`src/rtl/gkd_pkg.sv`:
```
// Shared widths, constants and the stored item record of the greedy knapsack block.
`timescale 1ns / 1ps
package gkd_pkg;

  // Field widths of the item and result transactions
  localparam int WEIGHT_W = 16;
  localparam int PRICE_W  = 24;
  localparam int TAG_W    = 16;
  localparam int CAP_W    = 16;
  localparam int RANK_W   = 5;
  localparam int TOTAL_W  = 29;

  // Store size default and limits of the result stream
  localparam int MAX_ITEMS_DEF = 32;
  localparam int RESULT_CAP    = 32;
  localparam logic [TOTAL_W-1:0] TOTAL_MAX = '1;

  // Density cross-product width
  localparam int PROD_W = PRICE_W + WEIGHT_W;

  // One stored item
  typedef struct packed {
    logic [WEIGHT_W-1:0] weight;
    logic [PRICE_W-1:0]  price;
    logic [TAG_W-1:0]    tag;
  } item_rec_t;

  localparam int REC_W = $bits(item_rec_t);

endpackage

```
`src/rtl/gkd_item_if.sv`:
```
// Input item channel: valid/ready handshake with weight, price, tag and last marker.
`timescale 1ns / 1ps
interface gkd_item_if import gkd_pkg::*; ();
  logic                valid;
  logic                ready;
  logic [WEIGHT_W-1:0] item_weight;
  logic [PRICE_W-1:0]  item_price;
  logic [TAG_W-1:0]    item_tag;
  logic                last_item;

  modport source (output valid, item_weight, item_price, item_tag, last_item, input ready);
  modport sink   (input valid, item_weight, item_price, item_tag, last_item, output ready);
endinterface

```
`src/rtl/gkd_result_if.sv`:
```
// Result channel: valid/ready handshake carrying one ranked item and the fill summary.
`timescale 1ns / 1ps
interface gkd_result_if import gkd_pkg::*; ();
  logic                valid;
  logic                ready;
  logic [RANK_W-1:0]   sorted_rank;
  logic [TAG_W-1:0]    out_tag;
  logic [WEIGHT_W-1:0] out_weight;
  logic [PRICE_W-1:0]  out_price;
  logic                taken;
  logic [PRICE_W-1:0]  taken_price;
  logic [CAP_W-1:0]    capacity_left;
  logic [TOTAL_W-1:0]  total_value;
  logic                dropped;
  logic                last_result;

  modport source (output valid, sorted_rank, out_tag, out_weight, out_price, taken,
                  taken_price, capacity_left, total_value, dropped, last_result,
                  input ready);
  modport sink   (input valid, sorted_rank, out_tag, out_weight, out_price, taken,
                  taken_price, capacity_left, total_value, dropped, last_result,
                  output ready);
endinterface

```
`src/rtl/gkd_ram.sv`:
```
// Generic single-write, single-read RAM with registered read data.
`timescale 1ns / 1ps
module gkd_ram #(
  parameter int WIDTH = 8,
  parameter int DEPTH = 32,
  localparam int AW = (DEPTH > 1) ? $clog2(DEPTH) : 1
) (
  input  logic             clk,
  input  logic             we,
  input  logic [AW-1:0]    waddr,
  input  logic [WIDTH-1:0] wdata,
  input  logic             re,
  input  logic [AW-1:0]    raddr,
  output logic [WIDTH-1:0] rdata
);

  logic [WIDTH-1:0] mem [DEPTH];
  logic [WIDTH-1:0] rdata_r;

  // Write port
  always_ff @(posedge clk) begin
    if (we) begin
      mem[waddr] <= wdata;
    end
  end

  // Registered read; hold the last data while no read is issued
  always_ff @(posedge clk) begin
    if (re) begin
      rdata_r <= mem[raddr];
    end
  end

  assign rdata = rdata_r;

endmodule

```
`src/rtl/greedy_knapsack_by_density.sv`:
```
// Top level of the greedy knapsack block: item store, insertion sort, fill and result stream.
//
// Items arrive on in_ch (valid/ready) and are written to the item store, one per
// cycle. Items beyond MAX_ITEMS are discarded and reported as dropped. The item
// with last_item set closes the set: sack_capacity (written through cfg_we /
// cfg_wdata; the user must write it only while idle, the block does not enforce this) is
// sampled, and in_ch.ready drops until the set is done. The store is then stable-sorted
// ascending by price per unit weight with an insertion sort over the single-port-read
// RAM: each key is read and captured (S_KEY_RD, S_KEY_CAP), each compare multiplies,
// then shifts or stops (S_MUL, S_CMP), and S_PLACE puts a key at rank 0. The fill walks
// from the densest item, one item per cycle, until an item does not fit or none is left.
// Results go out on out_ch, rank 0 first, one per cycle while the receiver takes them;
// at most 32 results, the final one marked last_result. A stalled receiver holds the
// output register and the result walk. After the last result is loaded, new items are
// taken again. Reset (rst_n low, synchronous) clears the counters, flags, capacity and
// the taken marks; the store contents need no clearing.
`timescale 1ns / 1ps
module greedy_knapsack_by_density import gkd_pkg::*; #(
  parameter int MAX_ITEMS = MAX_ITEMS_DEF
) (
  input  logic                clk,
  input  logic                rst_n,
  gkd_item_if.sink            in_ch,
  gkd_result_if.source        out_ch,
  input  logic                cfg_we,
  input  logic [CAP_W-1:0]    cfg_wdata
);

  localparam int AW = (MAX_ITEMS > 1) ? $clog2(MAX_ITEMS) : 1;
  localparam int CW = $clog2(MAX_ITEMS + 1);
  localparam int EW = 7;

  typedef enum logic [9:0] {
    S_LOAD     = 10'b00_0000_0001,
    S_KEY_RD   = 10'b00_0000_0010,
    S_KEY_CAP  = 10'b00_0000_0100,
    S_MUL      = 10'b00_0000_1000,
    S_CMP      = 10'b00_0001_0000,
    S_PLACE    = 10'b00_0010_0000,
    S_FILL_RD  = 10'b00_0100_0000,
    S_FILL_CHK = 10'b00_1000_0000,
    S_EMIT_RD  = 10'b01_0000_0000,
    S_EMIT_LD  = 10'b10_0000_0000
  } state_t;

  state_t              state_r, state_nxt;
  logic [CW-1:0]       count_r, count_nxt;
  logic                ovf_r, ovf_nxt;
  logic [CAP_W-1:0]    cap_r;
  logic [CAP_W-1:0]    rem_r, rem_nxt;
  logic [TOTAL_W-1:0]  total_r, total_nxt;
  logic [CW-1:0]       j_r, j_nxt;
  logic [CW-1:0]       k_r, k_nxt;
  item_rec_t           key_r, key_nxt;
  item_rec_t           prev_r, prev_nxt;
  logic [PROD_W-1:0]   prod_a_r, prod_a_nxt;
  logic [PROD_W-1:0]   prod_b_r, prod_b_nxt;
  logic [MAX_ITEMS-1:0] taken_r, taken_nxt;

  // Output register
  logic                out_valid_r, out_valid_nxt;
  logic [RANK_W-1:0]   o_rank_r, o_rank_nxt;
  item_rec_t           o_rec_r, o_rec_nxt;
  logic                o_taken_r, o_taken_nxt;
  logic [CAP_W-1:0]    o_cap_r, o_cap_nxt;
  logic [TOTAL_W-1:0]  o_total_r, o_total_nxt;
  logic                o_drop_r, o_drop_nxt;
  logic                o_last_r, o_last_nxt;

  // RAM port controls
  logic                ram_we, ram_re;
  logic [AW-1:0]       ram_waddr, ram_raddr;
  item_rec_t           ram_wdata;
  logic [REC_W-1:0]    ram_rdata;
  item_rec_t           rd_rec;

  // Helpers
  logic                in_acc;
  logic [CW-1:0]       km1, km2;
  logic [EW-1:0]       emit_n;
  logic [TOTAL_W:0]    total_sum;
  item_rec_t           in_rec;

  gkd_ram #(
    .WIDTH (REC_W),
    .DEPTH (MAX_ITEMS)
  ) u_store (
    .clk   (clk),
    .we    (ram_we),
    .waddr (ram_waddr),
    .wdata (ram_wdata),
    .re    (ram_re),
    .raddr (ram_raddr),
    .rdata (ram_rdata)
  );

  assign rd_rec      = item_rec_t'(ram_rdata);
  assign in_ch.ready = (state_r == S_LOAD);
  assign in_acc      = in_ch.valid && in_ch.ready;
  assign km1         = k_r - CW'(1);
  assign km2         = k_r - CW'(2);
  assign emit_n      = (EW'(count_r) > EW'(RESULT_CAP)) ? EW'(RESULT_CAP) : EW'(count_r);
  assign total_sum   = {1'b0, total_r} + (TOTAL_W + 1)'(rd_rec.price);

  always_comb begin
    in_rec.weight = in_ch.item_weight;
    in_rec.price  = in_ch.item_price;
    in_rec.tag    = in_ch.item_tag;
  end

  // Sequencer: load, sort, fill, emit
  always_comb begin
    state_nxt     = state_r;
    count_nxt     = count_r;
    ovf_nxt       = ovf_r;
    rem_nxt       = rem_r;
    total_nxt     = total_r;
    j_nxt         = j_r;
    k_nxt         = k_r;
    key_nxt       = key_r;
    prev_nxt      = prev_r;
    prod_a_nxt    = prod_a_r;
    prod_b_nxt    = prod_b_r;
    taken_nxt     = taken_r;
    out_valid_nxt = out_valid_r;
    o_rank_nxt    = o_rank_r;
    o_rec_nxt     = o_rec_r;
    o_taken_nxt   = o_taken_r;
    o_cap_nxt     = o_cap_r;
    o_total_nxt   = o_total_r;
    o_drop_nxt    = o_drop_r;
    o_last_nxt    = o_last_r;
    ram_we        = 1'b0;
    ram_waddr     = count_r[AW-1:0];
    ram_wdata     = in_rec;
    ram_re        = 1'b0;
    ram_raddr     = j_r[AW-1:0];

    // Drop the result once the receiver takes it
    if (out_valid_r && out_ch.ready) begin
      out_valid_nxt = 1'b0;
    end

    unique case (state_r)
      S_LOAD: begin
        if (in_acc) begin
          // Store the item, or drop it when the store is full
          if (count_r < CW'(MAX_ITEMS)) begin
            ram_we    = 1'b1;
            count_nxt = count_r + CW'(1);
          end else begin
            ovf_nxt = 1'b1;
          end
          if (in_ch.last_item) begin
            rem_nxt   = cap_r;
            total_nxt = '0;
            if (count_nxt > CW'(1)) begin
              j_nxt     = CW'(1);
              state_nxt = S_KEY_RD;
            end else begin
              k_nxt     = count_nxt;
              state_nxt = S_FILL_RD;
            end
          end
        end
      end
      S_KEY_RD: begin
        ram_re    = 1'b1;
        ram_raddr = j_r[AW-1:0];
        state_nxt = S_KEY_CAP;
      end
      S_KEY_CAP: begin
        // Capture the key and fetch its left neighbor
        key_nxt   = rd_rec;
        k_nxt     = j_r;
        ram_re    = 1'b1;
        ram_raddr = j_r[AW-1:0] - AW'(1);
        state_nxt = S_MUL;
      end
      S_MUL: begin
        // Cross-products: neighbor denser than key when p_prev*w_key > p_key*w_prev
        prev_nxt   = rd_rec;
        prod_a_nxt = PROD_W'(rd_rec.price) * PROD_W'(key_r.weight);
        prod_b_nxt = PROD_W'(key_r.price) * PROD_W'(rd_rec.weight);
        state_nxt  = S_CMP;
      end
      S_CMP: begin
        ram_we    = 1'b1;
        ram_waddr = k_r[AW-1:0];
        if (prod_a_r > prod_b_r) begin
          // Shift the neighbor right and keep walking left
          ram_wdata = prev_r;
          k_nxt     = km1;
          if (km1 != '0) begin
            ram_re    = 1'b1;
            ram_raddr = km2[AW-1:0];
            state_nxt = S_MUL;
          end else begin
            state_nxt = S_PLACE;
          end
        end else begin
          ram_wdata = key_r;
          if (j_r + CW'(1) < count_r) begin
            j_nxt     = j_r + CW'(1);
            state_nxt = S_KEY_RD;
          end else begin
            k_nxt     = count_r;
            state_nxt = S_FILL_RD;
          end
        end
      end
      S_PLACE: begin
        ram_we    = 1'b1;
        ram_waddr = k_r[AW-1:0];
        ram_wdata = key_r;
        if (j_r + CW'(1) < count_r) begin
          j_nxt     = j_r + CW'(1);
          state_nxt = S_KEY_RD;
        end else begin
          k_nxt     = count_r;
          state_nxt = S_FILL_RD;
        end
      end
      S_FILL_RD: begin
        ram_re    = 1'b1;
        ram_raddr = km1[AW-1:0];
        state_nxt = S_FILL_CHK;
      end
      S_FILL_CHK: begin
        if (rd_rec.weight > rem_r) begin
          k_nxt     = '0;
          state_nxt = S_EMIT_RD;
        end else begin
          // Take the item and prefetch the next denser-first candidate
          rem_nxt                 = rem_r - rd_rec.weight;
          taken_nxt[km1[AW-1:0]] = 1'b1;
          total_nxt = total_sum[TOTAL_W] ? TOTAL_MAX : total_sum[TOTAL_W-1:0];
          if (km1 != '0) begin
            k_nxt     = km1;
            ram_re    = 1'b1;
            ram_raddr = km2[AW-1:0];
          end else begin
            k_nxt     = '0;
            state_nxt = S_EMIT_RD;
          end
        end
      end
      S_EMIT_RD: begin
        ram_re    = 1'b1;
        ram_raddr = k_r[AW-1:0];
        state_nxt = S_EMIT_LD;
      end
      S_EMIT_LD: begin
        // Load the output register when it is free or being taken
        if (!out_valid_r || out_ch.ready) begin
          out_valid_nxt = 1'b1;
          o_rank_nxt    = RANK_W'(k_r);
          o_rec_nxt     = rd_rec;
          o_taken_nxt   = taken_r[k_r[AW-1:0]];
          o_cap_nxt     = rem_r;
          o_total_nxt   = total_r;
          o_drop_nxt    = ovf_r;
          o_last_nxt    = (EW'(k_r) + EW'(1) == emit_n);
          if (EW'(k_r) + EW'(1) == emit_n) begin
            // Close the set
            count_nxt = '0;
            ovf_nxt   = 1'b0;
            taken_nxt = '0;
            state_nxt = S_LOAD;
          end else begin
            k_nxt     = k_r + CW'(1);
            ram_re    = 1'b1;
            ram_raddr = k_nxt[AW-1:0];
          end
        end
      end
      default: begin
        state_nxt = S_LOAD;
      end
    endcase
  end

  // Control registers
  always_ff @(posedge clk) begin
    if (!rst_n) begin
      state_r     <= S_LOAD;
      count_r     <= '0;
      ovf_r       <= 1'b0;
      cap_r       <= '0;
      rem_r       <= '0;
      taken_r     <= '0;
      out_valid_r <= 1'b0;
    end else begin
      state_r     <= state_nxt;
      count_r     <= count_nxt;
      ovf_r       <= ovf_nxt;
      rem_r       <= rem_nxt;
      taken_r     <= taken_nxt;
      out_valid_r <= out_valid_nxt;
      if (cfg_we) begin
        cap_r <= cfg_wdata;
      end
    end
  end

  // Datapath registers
  always_ff @(posedge clk) begin
    total_r   <= total_nxt;
    j_r       <= j_nxt;
    k_r       <= k_nxt;
    key_r     <= key_nxt;
    prev_r    <= prev_nxt;
    prod_a_r  <= prod_a_nxt;
    prod_b_r  <= prod_b_nxt;
    o_rank_r  <= o_rank_nxt;
    o_rec_r   <= o_rec_nxt;
    o_taken_r <= o_taken_nxt;
    o_cap_r   <= o_cap_nxt;
    o_total_r <= o_total_nxt;
    o_drop_r  <= o_drop_nxt;
    o_last_r  <= o_last_nxt;
  end

  // Drive the result channel
  assign out_ch.valid         = out_valid_r;
  assign out_ch.sorted_rank   = o_rank_r;
  assign out_ch.out_tag       = o_rec_r.tag;
  assign out_ch.out_weight    = o_rec_r.weight;
  assign out_ch.out_price     = o_rec_r.price;
  assign out_ch.taken         = o_taken_r;
  assign out_ch.taken_price   = o_taken_r ? o_rec_r.price : '0;
  assign out_ch.capacity_left = o_cap_r;
  assign out_ch.total_value   = o_total_r;
  assign out_ch.dropped       = o_drop_r;
  assign out_ch.last_result   = o_last_r;

endmodule

```
`src/flat_wrapper.sv`:
```
// flat-port wrapper written by rule: the top's interface ports become plain ports
module greedy_knapsack_by_density_flat import gkd_pkg::*;
#(
  parameter int MAX_ITEMS = MAX_ITEMS_DEF
)
  (clk, rst_n, cfg_we, cfg_wdata, in_ch_valid, in_ch_item_weight, in_ch_item_price, in_ch_item_tag, in_ch_last_item, in_ch_ready, out_ch_valid, out_ch_sorted_rank, out_ch_out_tag, out_ch_out_weight, out_ch_out_price, out_ch_taken, out_ch_taken_price, out_ch_capacity_left, out_ch_total_value, out_ch_dropped, out_ch_last_result, out_ch_ready);
  gkd_item_if in_ch_i ();
  gkd_result_if out_ch_i ();
  input  logic clk;
  input  logic rst_n;
  input  logic cfg_we;
  input  logic [CAP_W-1:0] cfg_wdata;
  input wire logic [$bits(in_ch_i.valid)-1:0] in_ch_valid;
  input wire logic [$bits(in_ch_i.item_weight)-1:0] in_ch_item_weight;
  input wire logic [$bits(in_ch_i.item_price)-1:0] in_ch_item_price;
  input wire logic [$bits(in_ch_i.item_tag)-1:0] in_ch_item_tag;
  input wire logic [$bits(in_ch_i.last_item)-1:0] in_ch_last_item;
  output wire logic [$bits(in_ch_i.ready)-1:0] in_ch_ready;
  output wire logic [$bits(out_ch_i.valid)-1:0] out_ch_valid;
  output wire logic [$bits(out_ch_i.sorted_rank)-1:0] out_ch_sorted_rank;
  output wire logic [$bits(out_ch_i.out_tag)-1:0] out_ch_out_tag;
  output wire logic [$bits(out_ch_i.out_weight)-1:0] out_ch_out_weight;
  output wire logic [$bits(out_ch_i.out_price)-1:0] out_ch_out_price;
  output wire logic [$bits(out_ch_i.taken)-1:0] out_ch_taken;
  output wire logic [$bits(out_ch_i.taken_price)-1:0] out_ch_taken_price;
  output wire logic [$bits(out_ch_i.capacity_left)-1:0] out_ch_capacity_left;
  output wire logic [$bits(out_ch_i.total_value)-1:0] out_ch_total_value;
  output wire logic [$bits(out_ch_i.dropped)-1:0] out_ch_dropped;
  output wire logic [$bits(out_ch_i.last_result)-1:0] out_ch_last_result;
  input wire logic [$bits(out_ch_i.ready)-1:0] out_ch_ready;
  assign in_ch_i.valid = in_ch_valid;
  assign in_ch_i.item_weight = in_ch_item_weight;
  assign in_ch_i.item_price = in_ch_item_price;
  assign in_ch_i.item_tag = in_ch_item_tag;
  assign in_ch_i.last_item = in_ch_last_item;
  assign in_ch_ready = in_ch_i.ready;
  assign out_ch_valid = out_ch_i.valid;
  assign out_ch_sorted_rank = out_ch_i.sorted_rank;
  assign out_ch_out_tag = out_ch_i.out_tag;
  assign out_ch_out_weight = out_ch_i.out_weight;
  assign out_ch_out_price = out_ch_i.out_price;
  assign out_ch_taken = out_ch_i.taken;
  assign out_ch_taken_price = out_ch_i.taken_price;
  assign out_ch_capacity_left = out_ch_i.capacity_left;
  assign out_ch_total_value = out_ch_i.total_value;
  assign out_ch_dropped = out_ch_i.dropped;
  assign out_ch_last_result = out_ch_i.last_result;
  assign out_ch_i.ready = out_ch_ready;
  greedy_knapsack_by_density #(.MAX_ITEMS(MAX_ITEMS)) u_core (.clk(clk), .rst_n(rst_n), .in_ch(in_ch_i), .out_ch(out_ch_i), .cfg_we(cfg_we), .cfg_wdata(cfg_wdata));
endmodule
```
`config.mk`:
```
export PLATFORM = sky130hd
export DESIGN_NAME = greedy_knapsack_by_density_flat
export DESIGN_NICKNAME = d
export VERILOG_FILES = /design/src/rtl/gkd_pkg.sv /design/src/rtl/gkd_item_if.sv /design/src/rtl/gkd_result_if.sv /design/src/rtl/gkd_ram.sv /design/src/rtl/greedy_knapsack_by_density.sv /design/src/flat_wrapper.sv
export SDC_FILE = /design/constraint.sdc
export NUM_CORES = 2
export LEC_CHECK = 0
export BUFFER_PORTS_ARGS = -buffer_cell sky130_fd_sc_hd__buf_2
export CORE_UTILIZATION = 30
export DETAILED_ROUTE_END_ITERATION = 10
export HOLD_SLACK_MARGIN = 0.06
export MAX_ROUTING_LAYER = met4
export SLEW_MARGIN = 5
export SYNTH_ARGS = -nofsm -noshare
export SYNTH_HDL_FRONTEND = slang
export SYNTH_HIERARCHICAL = 1
export SYNTH_SLANG_ARGS = --single-unit
```
`constraint.sdc`:
```
create_clock -name clk -period 11.6 [get_ports clk]
set_input_delay 1.16 -clock clk [delete_from_list [all_inputs] [get_ports clk]]
set_output_delay 1.16 -clock clk [all_outputs]
set_load 0.02 [all_outputs]
```
==> flow_summary_export.csv <==
group,metric,value,unit
setup_path,worstSetupPathType,"register to register",
logic_synthesis,synth_cell_types,91,
grt,antenna_found_initial,31,
logic_synthesis,ys_top_cells_by_area,"edfxtp_1, fa_1, mux2i_1",
timing,period_minus_slack,7130,ps
drt,drt-total-wl,341000,µm
grt,grt.busiest_layer,"met2",
setup_path,critPathMaxStageDelay,830,ps
clock_tree,cts_root_buf,"clkbuf_16",
floorplan,die_h,622,µm
drt,wl_per_cell,24.8,µm
clock_tree,h-tree-depth,4,
clock_tree,insertion_delay,950,ps
clock_tree,postCtsHoldBufs,0,
drt,drt-pass1-iter-count,9,
grt,met3_usage,2.49,%
setup_path,cp.arrival,7760,ps
layout,post-route-util,34.0,%
place,dp_hpwl,208000,µm
pwr,leakage,52.5,nW
setup_path,worstSetupStartpoint,"u_core/key_r[27]",
flow_run,maxCapViolCount,0,
clock_tree,cts_setup_buffers,0,
grt,grt.met2_usage,29.4,%
setup_path,path_delay_family,"adder cells",
timing,finalHoldViolCount,0,
clock_tree,clk_path_buf_depth,4,
grt,grt_overflow,0,
layout,multiInputGateArea,42700,µm²
floorplan,rows,227,
setup_path,worstPathBufferInverterCount,5,
floorplan,initial_utilization,30.1,%
logic_synthesis,yosys.area.top_type,"edfxtp_1",
layout,final_design_area_no_fill,130000,µm²
timing,worst_pin_slew,1360,ps
setup_path,crit_fanout,17,
layout,seq_area,67400,µm²
place,placed_area,122000,µm²
timing,relSlewSlack,9.13,%
place,dp_slack,4430,ps
setup_path,cp.required,12230,ps
place,port_buffers,212,
logic_synthesis,seq_area_frac_synth,58.5,%
layout,syn_to_final_growth,12.7,%
logic_synthesis,ys.flop_type,"edfxtp_1",
floorplan,fp.coreArea,382000,µm²
timing,rsz0062_at_grt,"false",
min_path,min_path_cells,0,
drt,vias,69500,
setup_path,slowest_stage,"edfxtp_1",
clock_tree,cts.sinks,2272,
grt,grt_pass1_vias,70400,
logic_synthesis,synth_warnings,6,
place,gp_congestion,0.886,
logic_synthesis,synth_edf_count,2190,
clock_tree,cts_tree,"built",
logic_synthesis,yosysTopAreaCellShare,57.1,%
logic_synthesis,synth_async_sr_flop_share,0,%
setup_path,r2r_cells,23,
pwr,finalPower,32.2,mW
timing,slew_viol_final,0,
setup_path,path_depth,23,
logic_synthesis,synth_common_cells,"edfxtp_1, mux2i_1, inv_1",
layout,nets,9521,
floorplan,dieArea,386000,µm²
grt,grt_max_degree,153,
floorplan,num_io_pins,213,
floorplan,dieWidth,622,µm
setup_path,start_kind,"register",
clock_tree,numCtsBuffers,238,
setup_path,crit_path_cell_trace,"nand2_1 -> fa_1 -> inv_1 -> fa_1 -> inv_1 -> fa_1 -> inv_1 -> fa_1 -> fa_1 -> inv_1 -> fa_1 -> inv_1 -> ha_1 -> and3_1 -> a31oi_1 -> o21ai_0 -> a31o_2 -> nor3_1 -> nor3_1 -> o31ai_1 -> o21bai_1 -> a21oi_1 -> xnor2_1",
timing,post-route-period-util,61.5,%
pwr,power.density,248,nW/µm²
pwr,ir_worst_vdd,0.394,mV
drt,drt_iter0_drc,6271,
setup_path,path_common_cell,"fa_1",
setup_path,endpoint_kind,"register",
timing,setup-violations-final,0,
timing,timing.final.ws_setup,4470,ps
logic_synthesis,syn_area_per_cell,13.9,µm²
timing,fmax,0.140,GHz
drt,drtAntennaViolNets,0,
timing,finClkSkew,159,ps
clock_tree,ctsResizeCount,0,
logic_synthesis,ys_ff_latch,2272,
layout,fillers,36600,
logic_synthesis,syn-cell-area,115000,µm²
timing,tns,0,ps
grt,track_usage,17.7,%
drt,drc,0,
drt,vias_per_cell,5.05,
min_path,hp-class,"register to register",
status,outcome,"finished clean",
layout,drive_gt1_share,9.51,%
min_path,min-delay-start,"u_core/rem_r[0]",
grt,grt_pass1_wl,491000,µm
setup_path,r2r_start,"u_core/key_r[27]",
logic_synthesis,synth_nets,9316,
logic_synthesis,syn_inst,8304,
clock_tree,path_clk_slew,60,ps
grt,use_met1,21.7,%
logic_synthesis,synth_most_common_cell,"edfxtp_1",
-- flip-flops by register name, indices dropped and copies added (netlist names), 24 cells and up --
signal / flops
u_core/u_store/rdata: 56
u_core/key_r: 56
u_core/prev_r: 56
u_core/taken_r: 32
u_core/prod_b_r: 40
u_core/total_r: 29
u_core/u_store/mem: 1792
u_core/prod_a_r: 40
u_core/out_ch.total_value: 29
u_core/out_ch.out_price: 24
-- per-layer routing --
metal | routed length [µm] | share of wire, %
met2 | 166000 | 49
met3 | 23600 | 6.9
met4 | 14800 | 4.3
met1 | 137000 | 40
met5 | 0 | 0
-- cell type report --
class                           instances  area share (%)
Inverter                              848            2.45
Timing Repair Buffer                  381            1.94
Multi-Input combinational cell       4768            32.9
Tap cell                             5038            4.86
Antenna cell                            9          0.0174
Sequential cell                      2272            52.0
Clock buffer                          284            4.75
Clock inverter                        151            1.11
-- logic make-up (layout without fill, tap and decap cells) --
| kind of cell | after synthesis | count (layout) | share of synthesized area (%) |
|---|---|---|---|
| AND/OR/NAND/NOR | 1700 | 1700 | 7.03 |
| other | 0 | 9 | 0 |
| XOR/XNOR | 132 | 132 | 1.00 |
| multiplexers | 932 | 932 | 8.22 |
| adder cells (fa/ha/maj) | 934 | 934 | 14.2 |
| flip-flops | 2272 | 2272 | 58.5 |
| buffers and inverters | 1264 | 1664 | 4.67 |
| AO/OA/AOI/OAI | 1070 | 1070 | 6.38 |
-- worst reg2reg max path, cell delays in order (launching register included) --
cell and delay, ps:
edfxtp_1 830, nand2_1 180, fa_1 570, inv_1 50, fa_1 470, inv_1 50
fa_1 500, inv_1 50, fa_1 500, fa_1 510, inv_1 50, fa_1 480
inv_1 50, ha_1 340, and3_1 270, a31oi_1 190, o21ai_0 140, a31o_2 260
nor3_1 360, nor3_1 160, o31ai_1 400, o21bai_1 100, a21oi_1 210, xnor2_1 90
-- cell usage in the layout (no fill, tap or decap), types with 44 or more instances in the layout --
master and count:
a21oi_1 330, buf_4 154, a22oi_1 173, dfxtp_1 82, inv_1 845, nor2_1 124
and2_1 348, xnor2_1 79, clkbuf_16 239, nand2_1 751, buf_2 212, a21o_1 60
a222oi_1 60, a22o_1 112, nor3_1 83, o21ai_0 88, nand3_1 194, xor2_1 53
edfxtp_1 2190, clkinv_2 50, a31oi_1 85, ha_1 320, clkinv_1 49, clkbuf_1 44
fa_1 614, mux2i_1 918
-- power by group --
part | switching, mW | total [mW] | leakage [nW] | internal (mW)
clock | 3.24 | 7.47 | 3.71 | 4.24
sequential | 0.208 | 10.2 | 20.4 | 9.95
combinational | 8.86 | 14.6 | 28.4 | 5.69
-- final timing paths --
kind	to	slack, ps
min	u_core/out_ch.capacity_left[0]	450
max reg2reg	u_core/prod_b_r[38]	4470
max	u_core/prod_b_r[38]	4470
min reg2reg	u_core/out_ch.capacity_left[0]	450
-- metrics by stage --
step	std cells	hold slack, ps
floorplan	8304	408
global placement	13300	426
detailed placement	13300	441
CTS	13700	455
global route	13700	465
finish	13800	448
(Power assumes the default switching activity.)
